## src/design/mdb_pkg.sv

```systemverilog
// Shared types, widths, register indexes and reset values for the Mandelbrot
// escape-time pixel block. No dependencies.
`timescale 1ns / 1ps

package mdb_pkg;

    // Field and number widths
    localparam int Q_W        = 32;   // signed Q4.28 coordinate
    localparam int FRAC_W     = 28;
    localparam int COORD_W    = 12;   // pixel column / row
    localparam int DIM_W      = 13;   // image width / height register
    localparam int LIM_W      = 10;   // iteration limit and count
    localparam int GRAY_W     = 8;
    localparam int CFG_ADDR_W = 3;

    localparam int MAX_DIMENSION  = 4096;
    localparam int MAX_ITERATIONS = 1023;
    localparam int GRAY_MAX       = 255;

    // Coordinate mapping: index * (high - low) and its magnitude
    localparam int DIFF_W = Q_W + 1;
    localparam int PROD_W = DIFF_W + COORD_W + 1;
    localparam int DIV_W  = PROD_W - 2;
    localparam int REM_W  = DIM_W + 1;
    localparam int WIDE_W = PROD_W;

    // Iteration: floored squares and doubled cross product
    localparam int SQ_W  = 2 * Q_W - FRAC_W;
    localparam int XY2_W = SQ_W + 1;
    localparam int ESCAPE_BOUND = 4 << FRAC_W;

    // Gray level: count * 255 + limit - 1 over limit
    localparam int GRAY_NUM_W = LIM_W + GRAY_W + 1;
    localparam int MAP_STEPS  = DIV_W;
    localparam int GRAY_STEPS = GRAY_NUM_W;
    localparam int STEP_W     = $clog2(MAP_STEPS);

    // Register indexes
    localparam logic [CFG_ADDR_W-1:0] CFG_IMAGE_WIDTH     = CFG_ADDR_W'(0);
    localparam logic [CFG_ADDR_W-1:0] CFG_IMAGE_HEIGHT    = CFG_ADDR_W'(1);
    localparam logic [CFG_ADDR_W-1:0] CFG_ITERATION_LIMIT = CFG_ADDR_W'(2);
    localparam logic [CFG_ADDR_W-1:0] CFG_REAL_LOW        = CFG_ADDR_W'(3);
    localparam logic [CFG_ADDR_W-1:0] CFG_REAL_HIGH       = CFG_ADDR_W'(4);
    localparam logic [CFG_ADDR_W-1:0] CFG_IMAG_LOW        = CFG_ADDR_W'(5);
    localparam logic [CFG_ADDR_W-1:0] CFG_IMAG_HIGH       = CFG_ADDR_W'(6);

    // Register reset values
    localparam logic [DIM_W-1:0] RST_IMAGE_WIDTH     = DIM_W'(640);
    localparam logic [DIM_W-1:0] RST_IMAGE_HEIGHT    = DIM_W'(480);
    localparam logic [LIM_W-1:0] RST_ITERATION_LIMIT = LIM_W'(80);
    localparam logic [Q_W-1:0]   RST_REAL_LOW        = Q_W'(-671088640);
    localparam logic [Q_W-1:0]   RST_REAL_HIGH       = Q_W'(268435456);
    localparam logic [Q_W-1:0]   RST_IMAG_LOW        = Q_W'(-268435456);
    localparam logic [Q_W-1:0]   RST_IMAG_HIGH       = Q_W'(268435456);

    // Controller to datapath commands
    typedef struct packed {
        logic accept;     // register mapping products from the request
        logic map_load;   // load both divider lanes with |product| / size
        logic div_step;   // one restoring-division step on every lane
        logic map_fin;    // form c, clear z and the count
        logic it_mul;     // register x*x, y*y, 2*x*y
        logic it_add;     // update z, advance the count
        logic gray_load;  // load lane 0 with the gray-level division
        logic out_load;   // capture the result into the output register
    } t_dp_cmd;

    // Datapath to controller status
    typedef struct packed {
        logic at_limit;
        logic escaped;
        logic out_free;
    } t_dp_stat;

    // Saturate a wide signed value to the Q4.28 range
    function automatic logic signed [Q_W-1:0] sat_q(input logic signed [WIDE_W-1:0] v);
        logic fits;
        fits = (&v[WIDE_W-1:Q_W-1]) || !(|v[WIDE_W-1:Q_W-1]);
        if (fits) begin
            return v[Q_W-1:0];
        end else if (v[WIDE_W-1]) begin
            return {1'b1, {(Q_W-1){1'b0}}};
        end else begin
            return {1'b0, {(Q_W-1){1'b1}}};
        end
    endfunction

endpackage

```

## src/design/mdb_ctrl.sv

```systemverilog
// Sequencer for the Mandelbrot pixel block: one-hot state machine issuing
// datapath commands. Depends on mdb_pkg.
`timescale 1ns / 1ps

module mdb_ctrl (
    input  logic              i_clk,
    input  logic              i_rst_n,
    input  logic              i_in_valid,
    output logic              o_in_ready,
    input  mdb_pkg::t_dp_stat i_stat,
    output mdb_pkg::t_dp_cmd  o_cmd
);
    import mdb_pkg::*;

    typedef enum logic [8:0] {
        S_IDLE      = 9'b000000001,
        S_MAP_LOAD  = 9'b000000010,
        S_MAP_DIV   = 9'b000000100,
        S_MAP_FIN   = 9'b000001000,
        S_IT_MUL    = 9'b000010000,
        S_IT_ADD    = 9'b000100000,
        S_GRAY_LOAD = 9'b001000000,
        S_GRAY_DIV  = 9'b010000000,
        S_OUT       = 9'b100000000
    } t_state;

    t_state              r_state, n_state;
    logic [STEP_W-1:0]   r_step, n_step;

    assign o_in_ready = (r_state == S_IDLE);

    always_comb begin
        n_state = r_state;
        n_step  = r_step;
        o_cmd   = '0;
        case (r_state)
            S_IDLE: begin
                if (i_in_valid) begin
                    o_cmd.accept = 1'b1;
                    n_state      = S_MAP_LOAD;
                end
            end
            S_MAP_LOAD: begin
                o_cmd.map_load = 1'b1;
                n_step         = STEP_W'(MAP_STEPS - 1);
                n_state        = S_MAP_DIV;
            end
            S_MAP_DIV: begin
                o_cmd.div_step = 1'b1;
                n_step         = r_step - 1'b1;
                if (r_step == '0) begin
                    n_state = S_MAP_FIN;
                end
            end
            S_MAP_FIN: begin
                o_cmd.map_fin = 1'b1;
                n_state       = S_IT_MUL;
            end
            S_IT_MUL: begin
                if (i_stat.at_limit) begin
                    n_state = S_GRAY_LOAD;
                end else begin
                    o_cmd.it_mul = 1'b1;
                    n_state      = S_IT_ADD;
                end
            end
            S_IT_ADD: begin
                if (i_stat.escaped) begin
                    n_state = S_GRAY_LOAD;
                end else begin
                    o_cmd.it_add = 1'b1;
                    n_state      = S_IT_MUL;
                end
            end
            S_GRAY_LOAD: begin
                o_cmd.gray_load = 1'b1;
                n_step          = STEP_W'(GRAY_STEPS - 1);
                n_state         = S_GRAY_DIV;
            end
            S_GRAY_DIV: begin
                o_cmd.div_step = 1'b1;
                n_step         = r_step - 1'b1;
                if (r_step == '0) begin
                    n_state = S_OUT;
                end
            end
            S_OUT: begin
                // hold until the output register can take the result
                if (i_stat.out_free) begin
                    o_cmd.out_load = 1'b1;
                    n_state        = S_IDLE;
                end
            end
            default: begin
                n_state = S_IDLE;
            end
        endcase
    end

    always_ff @(posedge i_clk) begin
        if (!i_rst_n) begin
            r_state <= S_IDLE;
            r_step  <= '0;
        end else begin
            r_state <= n_state;
            r_step  <= n_step;
        end
    end

    a_busy_after_accept: assert property (@(posedge i_clk) disable iff (!i_rst_n)
        o_cmd.accept |=> !o_in_ready)
        else $error("request accepted while previous pixel still in work");

    a_single_cmd: assert property (@(posedge i_clk) disable iff (!i_rst_n)
        $onehot0(o_cmd))
        else $error("more than one datapath command in a cycle");

    a_no_update_on_escape: assert property (@(posedge i_clk) disable iff (!i_rst_n)
        o_cmd.it_add |-> !i_stat.escaped)
        else $error("z updated after escape");

endmodule

```

## config.mk

```make
export PLATFORM = sky130hd
export DESIGN_NAME = mdb_ctrl
export DESIGN_NICKNAME = d
export VERILOG_FILES = /design/src/design/mdb_pkg.sv /design/src/design/mdb_ctrl.sv
export SDC_FILE = /design/constraint.sdc
export NUM_CORES = 1
export LEC_CHECK = 0
export ABC_AREA = 1
export BUFFER_PORTS_ARGS = -buffer_cell sky130_fd_sc_hd__buf_2
export CAP_MARGIN = 20
export CORE_UTILIZATION = 45
export DETAILED_ROUTE_END_ITERATION = 8
export PLACE_DENSITY = 0.64
export SYNTH_ARGS = -nofsm -noshare
export SYNTH_HDL_FRONTEND = slang
export SYNTH_SLANG_ARGS = --single-unit
```

## constraint.sdc

```tcl
create_clock -name i_clk -period 2.9 [get_ports i_clk]
set_input_delay 0.145 -clock i_clk [delete_from_list [all_inputs] [get_ports i_clk]]
set_output_delay 0.145 -clock i_clk [all_outputs]
set_load 0.1 [all_outputs]
```

[After elaboration in Yosys (flattened, before gate mapping)]
Index checks and enable logic that the tools add are counted.
Word-level totals
  register bits after elaboration: 15
  bits of input ports: 6
  output and inout bits: 9
Cells by class
  add/sub/neg operators: 1
  equality and inequality tests: 13
  muxes and demuxes: 20
  reductions and logical operators: 4
Operators with widths (number)
  $pmux 9 s9: 1
  $mux 9: 4
  $pmux 6 s3: 1
  $mux 7: 2
  $mux 1: 12
  $eq 9x1->1 const B: 1
  $eq 9x2->1 const B: 1
  $eq 9x3->1 const B: 1
  $eq 9x4->1 const B: 1
  $eq 9x5->1 const B: 1
  $eq 9x6->1 const B: 1
  $eq 9x7->1 const B: 1
  $eq 9x8->1 const B: 1
  $eq 9x9->1 const B: 1
  $ne 2x2->1 const B: 4
  $logic_not 6->1: 1
  $sub 6x1->6 const B: 1
  $reduce_and 4->1: 1
  $reduce_bool 3->1: 1
  $reduce_or 2->1: 1

[Longest topological paths before layout]
  word-level depth: 3
  mapped depth: 11
  mapped depth without buffers: 10

[Least setup slack after synthesis]
Ideal clock, no wire load.
  path kind: flip-flop to flip-flop
  from: reg r_state[0]
  to: reg r_state[4]
  setup time: 0.077 ns
  arrival time: 3.693 ns
  path slack: -0.870 ns
  cell stages (with the launch flop): 6
  path buffers: 0
  clock period less this slack: 3.770 ns
  cells stage by stage: dfxtp_1 > nor2_4 > nand2_2 > nor4_1 > nor2_1 > nor2_1
On the way
  word-level cells in the longest chain between the ends: 3
  elaborated cells between the ends (all ways): 15
  classes of those cells: eq/ne (13); mux (1); reduce/logical (1)
RTL lines
  from (decl): line mdb_ctrl.sv:27  | t_state r_state, n_state;
  from (signal assigned): line mdb_ctrl.sv:105  | r_state <= n_state;
  $eq 9x3->1 (tied with other cells): line mdb_ctrl.sv:36  | case (r_state)
  $ne 2x2->1 (no source line)
  $reduce_and 4->1 (no source line)
Parallel ways exist; a longest one is shown, timed or not.
A chain may end at the register's enable or synchronous reset.

==> results by stage <==
GRT:
- The first global-routing pass estimated between 4000 and 5000 um of wire.
- The via count of the first global-routing pass is 938.
- The number of antenna violations at the first check in global routing came to 0.
- In the global route stage, met3 resource usage came out at 0.03448.
- For this run, the total global-route usage over all layers was measured as 0.2098.
- The most heavily used metal layer in global routing is met2.
- The leftover overflow at the end of global routing is 0.
- Entering global routing, the biggest net connects 12 pins.
- For met1 alone, demand over resource in global routing was 0.2830.
- The met2 routing resource usage after global routing is 0.3186.

Timing:
- The max-slew violation count came to 0.
- The period utilization is 0.6717.
- Clock skew on the completed layout was measured at approximately 0.0058 ns.
- The worst path in the final design needs a cycle of between 1.5 and 2 ns, including I/O delays and setup.
- Setup repair after global routing left no endpoint under its margin.
- The hold violation count in the final report came to 0.
- The worst slew margin relative to its limit is 0.6761.
- For the final routed database, the setup TNS stands at 0 ns.
- At the pin with the least slew margin, the transition time is 0.4892 ns.
- Based on the critical path, the design can be clocked at up to a little over 500 MHz.
- Setup violations remaining at the end of the flow were counted as 0.

Power:
- The ratio of total power to cell area is between 900 and 1000 nW/um2.
- The worst ir drop on vdd is approximately 640 uV.
- Summed over all cells, the static leakage comes to 0.0006752 uW.

Clock tree:
- The number of setup buffers added after CTS is 0.
- The clock tree from TritonCTS is done.
- Buffers inserted during clock tree synthesis total 3.
- The tree is rooted in a clkbuf_4.
- For the worst-skew pair, the clock arrives at the later sink with an insertion delay of ~0.3 ns.
- The hold-fix buffer count after cts is 0.
- The clock passes through at most 2 buffers.
- The clock drives 15 sinks.
- After clock tree synthesis, the clock-pin slew on the worst setup and hold paths is about 0.10 ns.
- The H-tree level count is 1.
- Gates resized during post-CTS repair numbered 0.

Layout:
- Leaving out fill and tap cells, the most frequent cell in the layout is nand2_1.
- Compared with the post-synthesis result, the final layout area differs by 10.73%.
- The number of antenna repair diodes is 0.
- The library cells used most frequently in the layout, excluding fill and tap cells, are 33 x nand2_1, 25 x inv_1, 21 x nor2_1.
- Of the cells placed in the final design, the portion with a size suffix greater than 1 is 0.2857.
- At the end of the flow, the number of nets in the layout was 197.
- Measured on the finished design, the core utilization comes to 0.5260.

Detailed routing:
- The first TritonRoute pass finished after 4 iterations.
- The total vias in the final route is 1,077.
- The routed via count divided by cell count is roughly 4.9.
- The violation count after the first detailed-route iteration is 31.
- In the routed design, unresolved DRC markers number 0.
- The detailed-route wire length is approximately 2400 um.
- In this run the remaining antenna-violating nets after routing total 0.
- The routed wire length per instance is about 11 um.

Floorplan:
- The core footprint is 2455 um2.
- 15 I/O pins were placed.
- In this run the vertical extent of the chip is ~53 um.
- The floorplan row count is 18.
- For this configuration, the core starts out at a cell density of 0.4750.
- The floorplan step defined a die boundary enclosing between 2000 and 3000 um2.
- The die is between 50 and 60 um wide.

Setup path:
- The signal on the critical path passes through nor2_4, nand2_4, inv_6, nand3_2, inv_1, buf_2.
- Data arrives at the worst endpoint at ~1.8 ns.
- Data on the critical path is required at its endpoint by 2.76 ns.
- The cell family contributing the most delay on the critical path is buffers and inverters.
- The critical path startpoint category is a flip-flop.
- The worst path buffer plus inverter count is 3.
- On the worst path, the slowest cell contributes a delay of 0.43 ns.
- The maximum fanout encountered on the critical timing path is 9.
- The endpoint type of the worst setup path is an output port.
- The start-to-end type of the worst setup path is reg2out.
- The critical path's slowest cell is buf_2.

Synth:
- Synthesis produced a netlist whose cell count is around 170.
- The synthesized area divided by synthesized cell count is around 6.7 um2.
- The synthesized net count is between 150 and 200.
- The synthesized netlist occupies a cell area of between 1000 and 1500 um2.
- The flop and latch count out of synthesis is 15.
- Sorting the synthesized cells by area gives the leading types as dfxtp_1 26%, nand2_1 11%, nand3_1 8.6%, inv_1 8.0%, nor2_1 6.8%.
- The top-area cell type share of the netlist area is 0.2575.
- Of the synthesized area, sequential elements account for 0.2575.
- The largest area contributor in the netlist is dfxtp_1.
- For this run, the number of Yosys warnings is 0.
- The count of distinct cell types in the synthesized netlist is 27.

Placement:
- Input and output buffers added on the ports amount to 14.
- Detailed placement ended at an HPWL of 1956 um.
- The congestion estimate from routability-driven global placement came to 0.8506.

Min path:
- The tightest min-delay check is of the in2reg type.

Run status:
- The flow ran to the end, and the final reports show no timing, DRC or antenna violations.

Run:
- The max-cap check violation count is 0.
-- report_power, final --
group	switching [uW]	leakage (uW)	internal, uW	total, uW
combinational	595	0.000535	240	835
clock	76.1	0.0000177	51.5	128
sequential	56.6	0.000122	256	313
-- synth_stat cells (all sizes together) --
master  count
ha          1
nand4       4
xnor2       1
xor2        2
or2         2
nand2      41
buf         3
nor3        2
nand3      26
nor4        2
o21bai      1
inv        32
a21oi       7
nand3b      1
dfxtp      15
nor2       33
o22ai       1
-- worst paths after layout --
path | startpoint | end | slack (ns) | cells after the start
setup / recovery | r_state[7] | o_cmd[6] | 0.95 | 6
hold / removal | i_stat[2] | r_state[5] | 0.11 | 4
setup reg to reg | r_state[2] | r_state[3] | 1.51 | 10
hold reg to reg | r_step[5] | r_step[5] | 0.54 | 2
-- stage by stage --
| step | setup slack [ns] | hold slack (ns) | area [um2] | power [uW] | instances |
|---|---|---|---|---|---|
| after floorplan | 0.3195 | 0.3695 | 1179 | 1038 | 174 |
| final | 0.9520 | 0.1120 | 1291 | 1275 | 219 |
| after global placement | 1.302 | 0.4257 | 1264 | 1145 | 215 |
| after global routing | 0.8172 | 0.1412 | 1291 | 1387 | 219 |
| after CTS | 0.9327 | 0.1033 | 1291 | 1286 | 219 |
| after detailed placement | 1.278 | 0.4310 | 1264 | 1155 | 215 |
-- tightest hold or removal path, cell delays in order --
cell and delay (ns):
buf_2 0.09, nor2_2 0.04, nand3_1 0.07, inv_1 0.03
-- sequential cells by signal, indices dropped and copies added (netlist names) --
register and cells:
r_state 9, r_step 6
-- kinds of logic after synthesis --
| kind of cell | Yosys count | synth area share |
|---|---|---|
| AOI/OAI and AO/OA | 9 | 0.04185 |
| xor gates and xnor gates | 3 | 0.02254 |
| adders and majority gates | 1 | 0.01073 |
| buffers and inverters | 35 | 0.1266 |
| DFF | 15 | 0.2575 |
| and+or+nand+nor | 111 | 0.5408 |
-- layer usage --
layer / vias to the layer above / wire [um]
met5: - / 0
met4: 0 / 52
li1: 577 / -
met1: 472 / 1199
met3: 5 / 105
met2: 23 / 1081
-- area by class of cell --
cell class                 instances  area (um2)
fill                             259        1164
multi-input combinational        124       730.7
sequential                        15       300.3
inverter                          32       125.1
timing repair buffer              14       70.07
tap                               30       37.54
clock buffer                       3       22.52
clock inverter                     1       5.005
No activity file was read; power rests on OpenSTA's default activity.
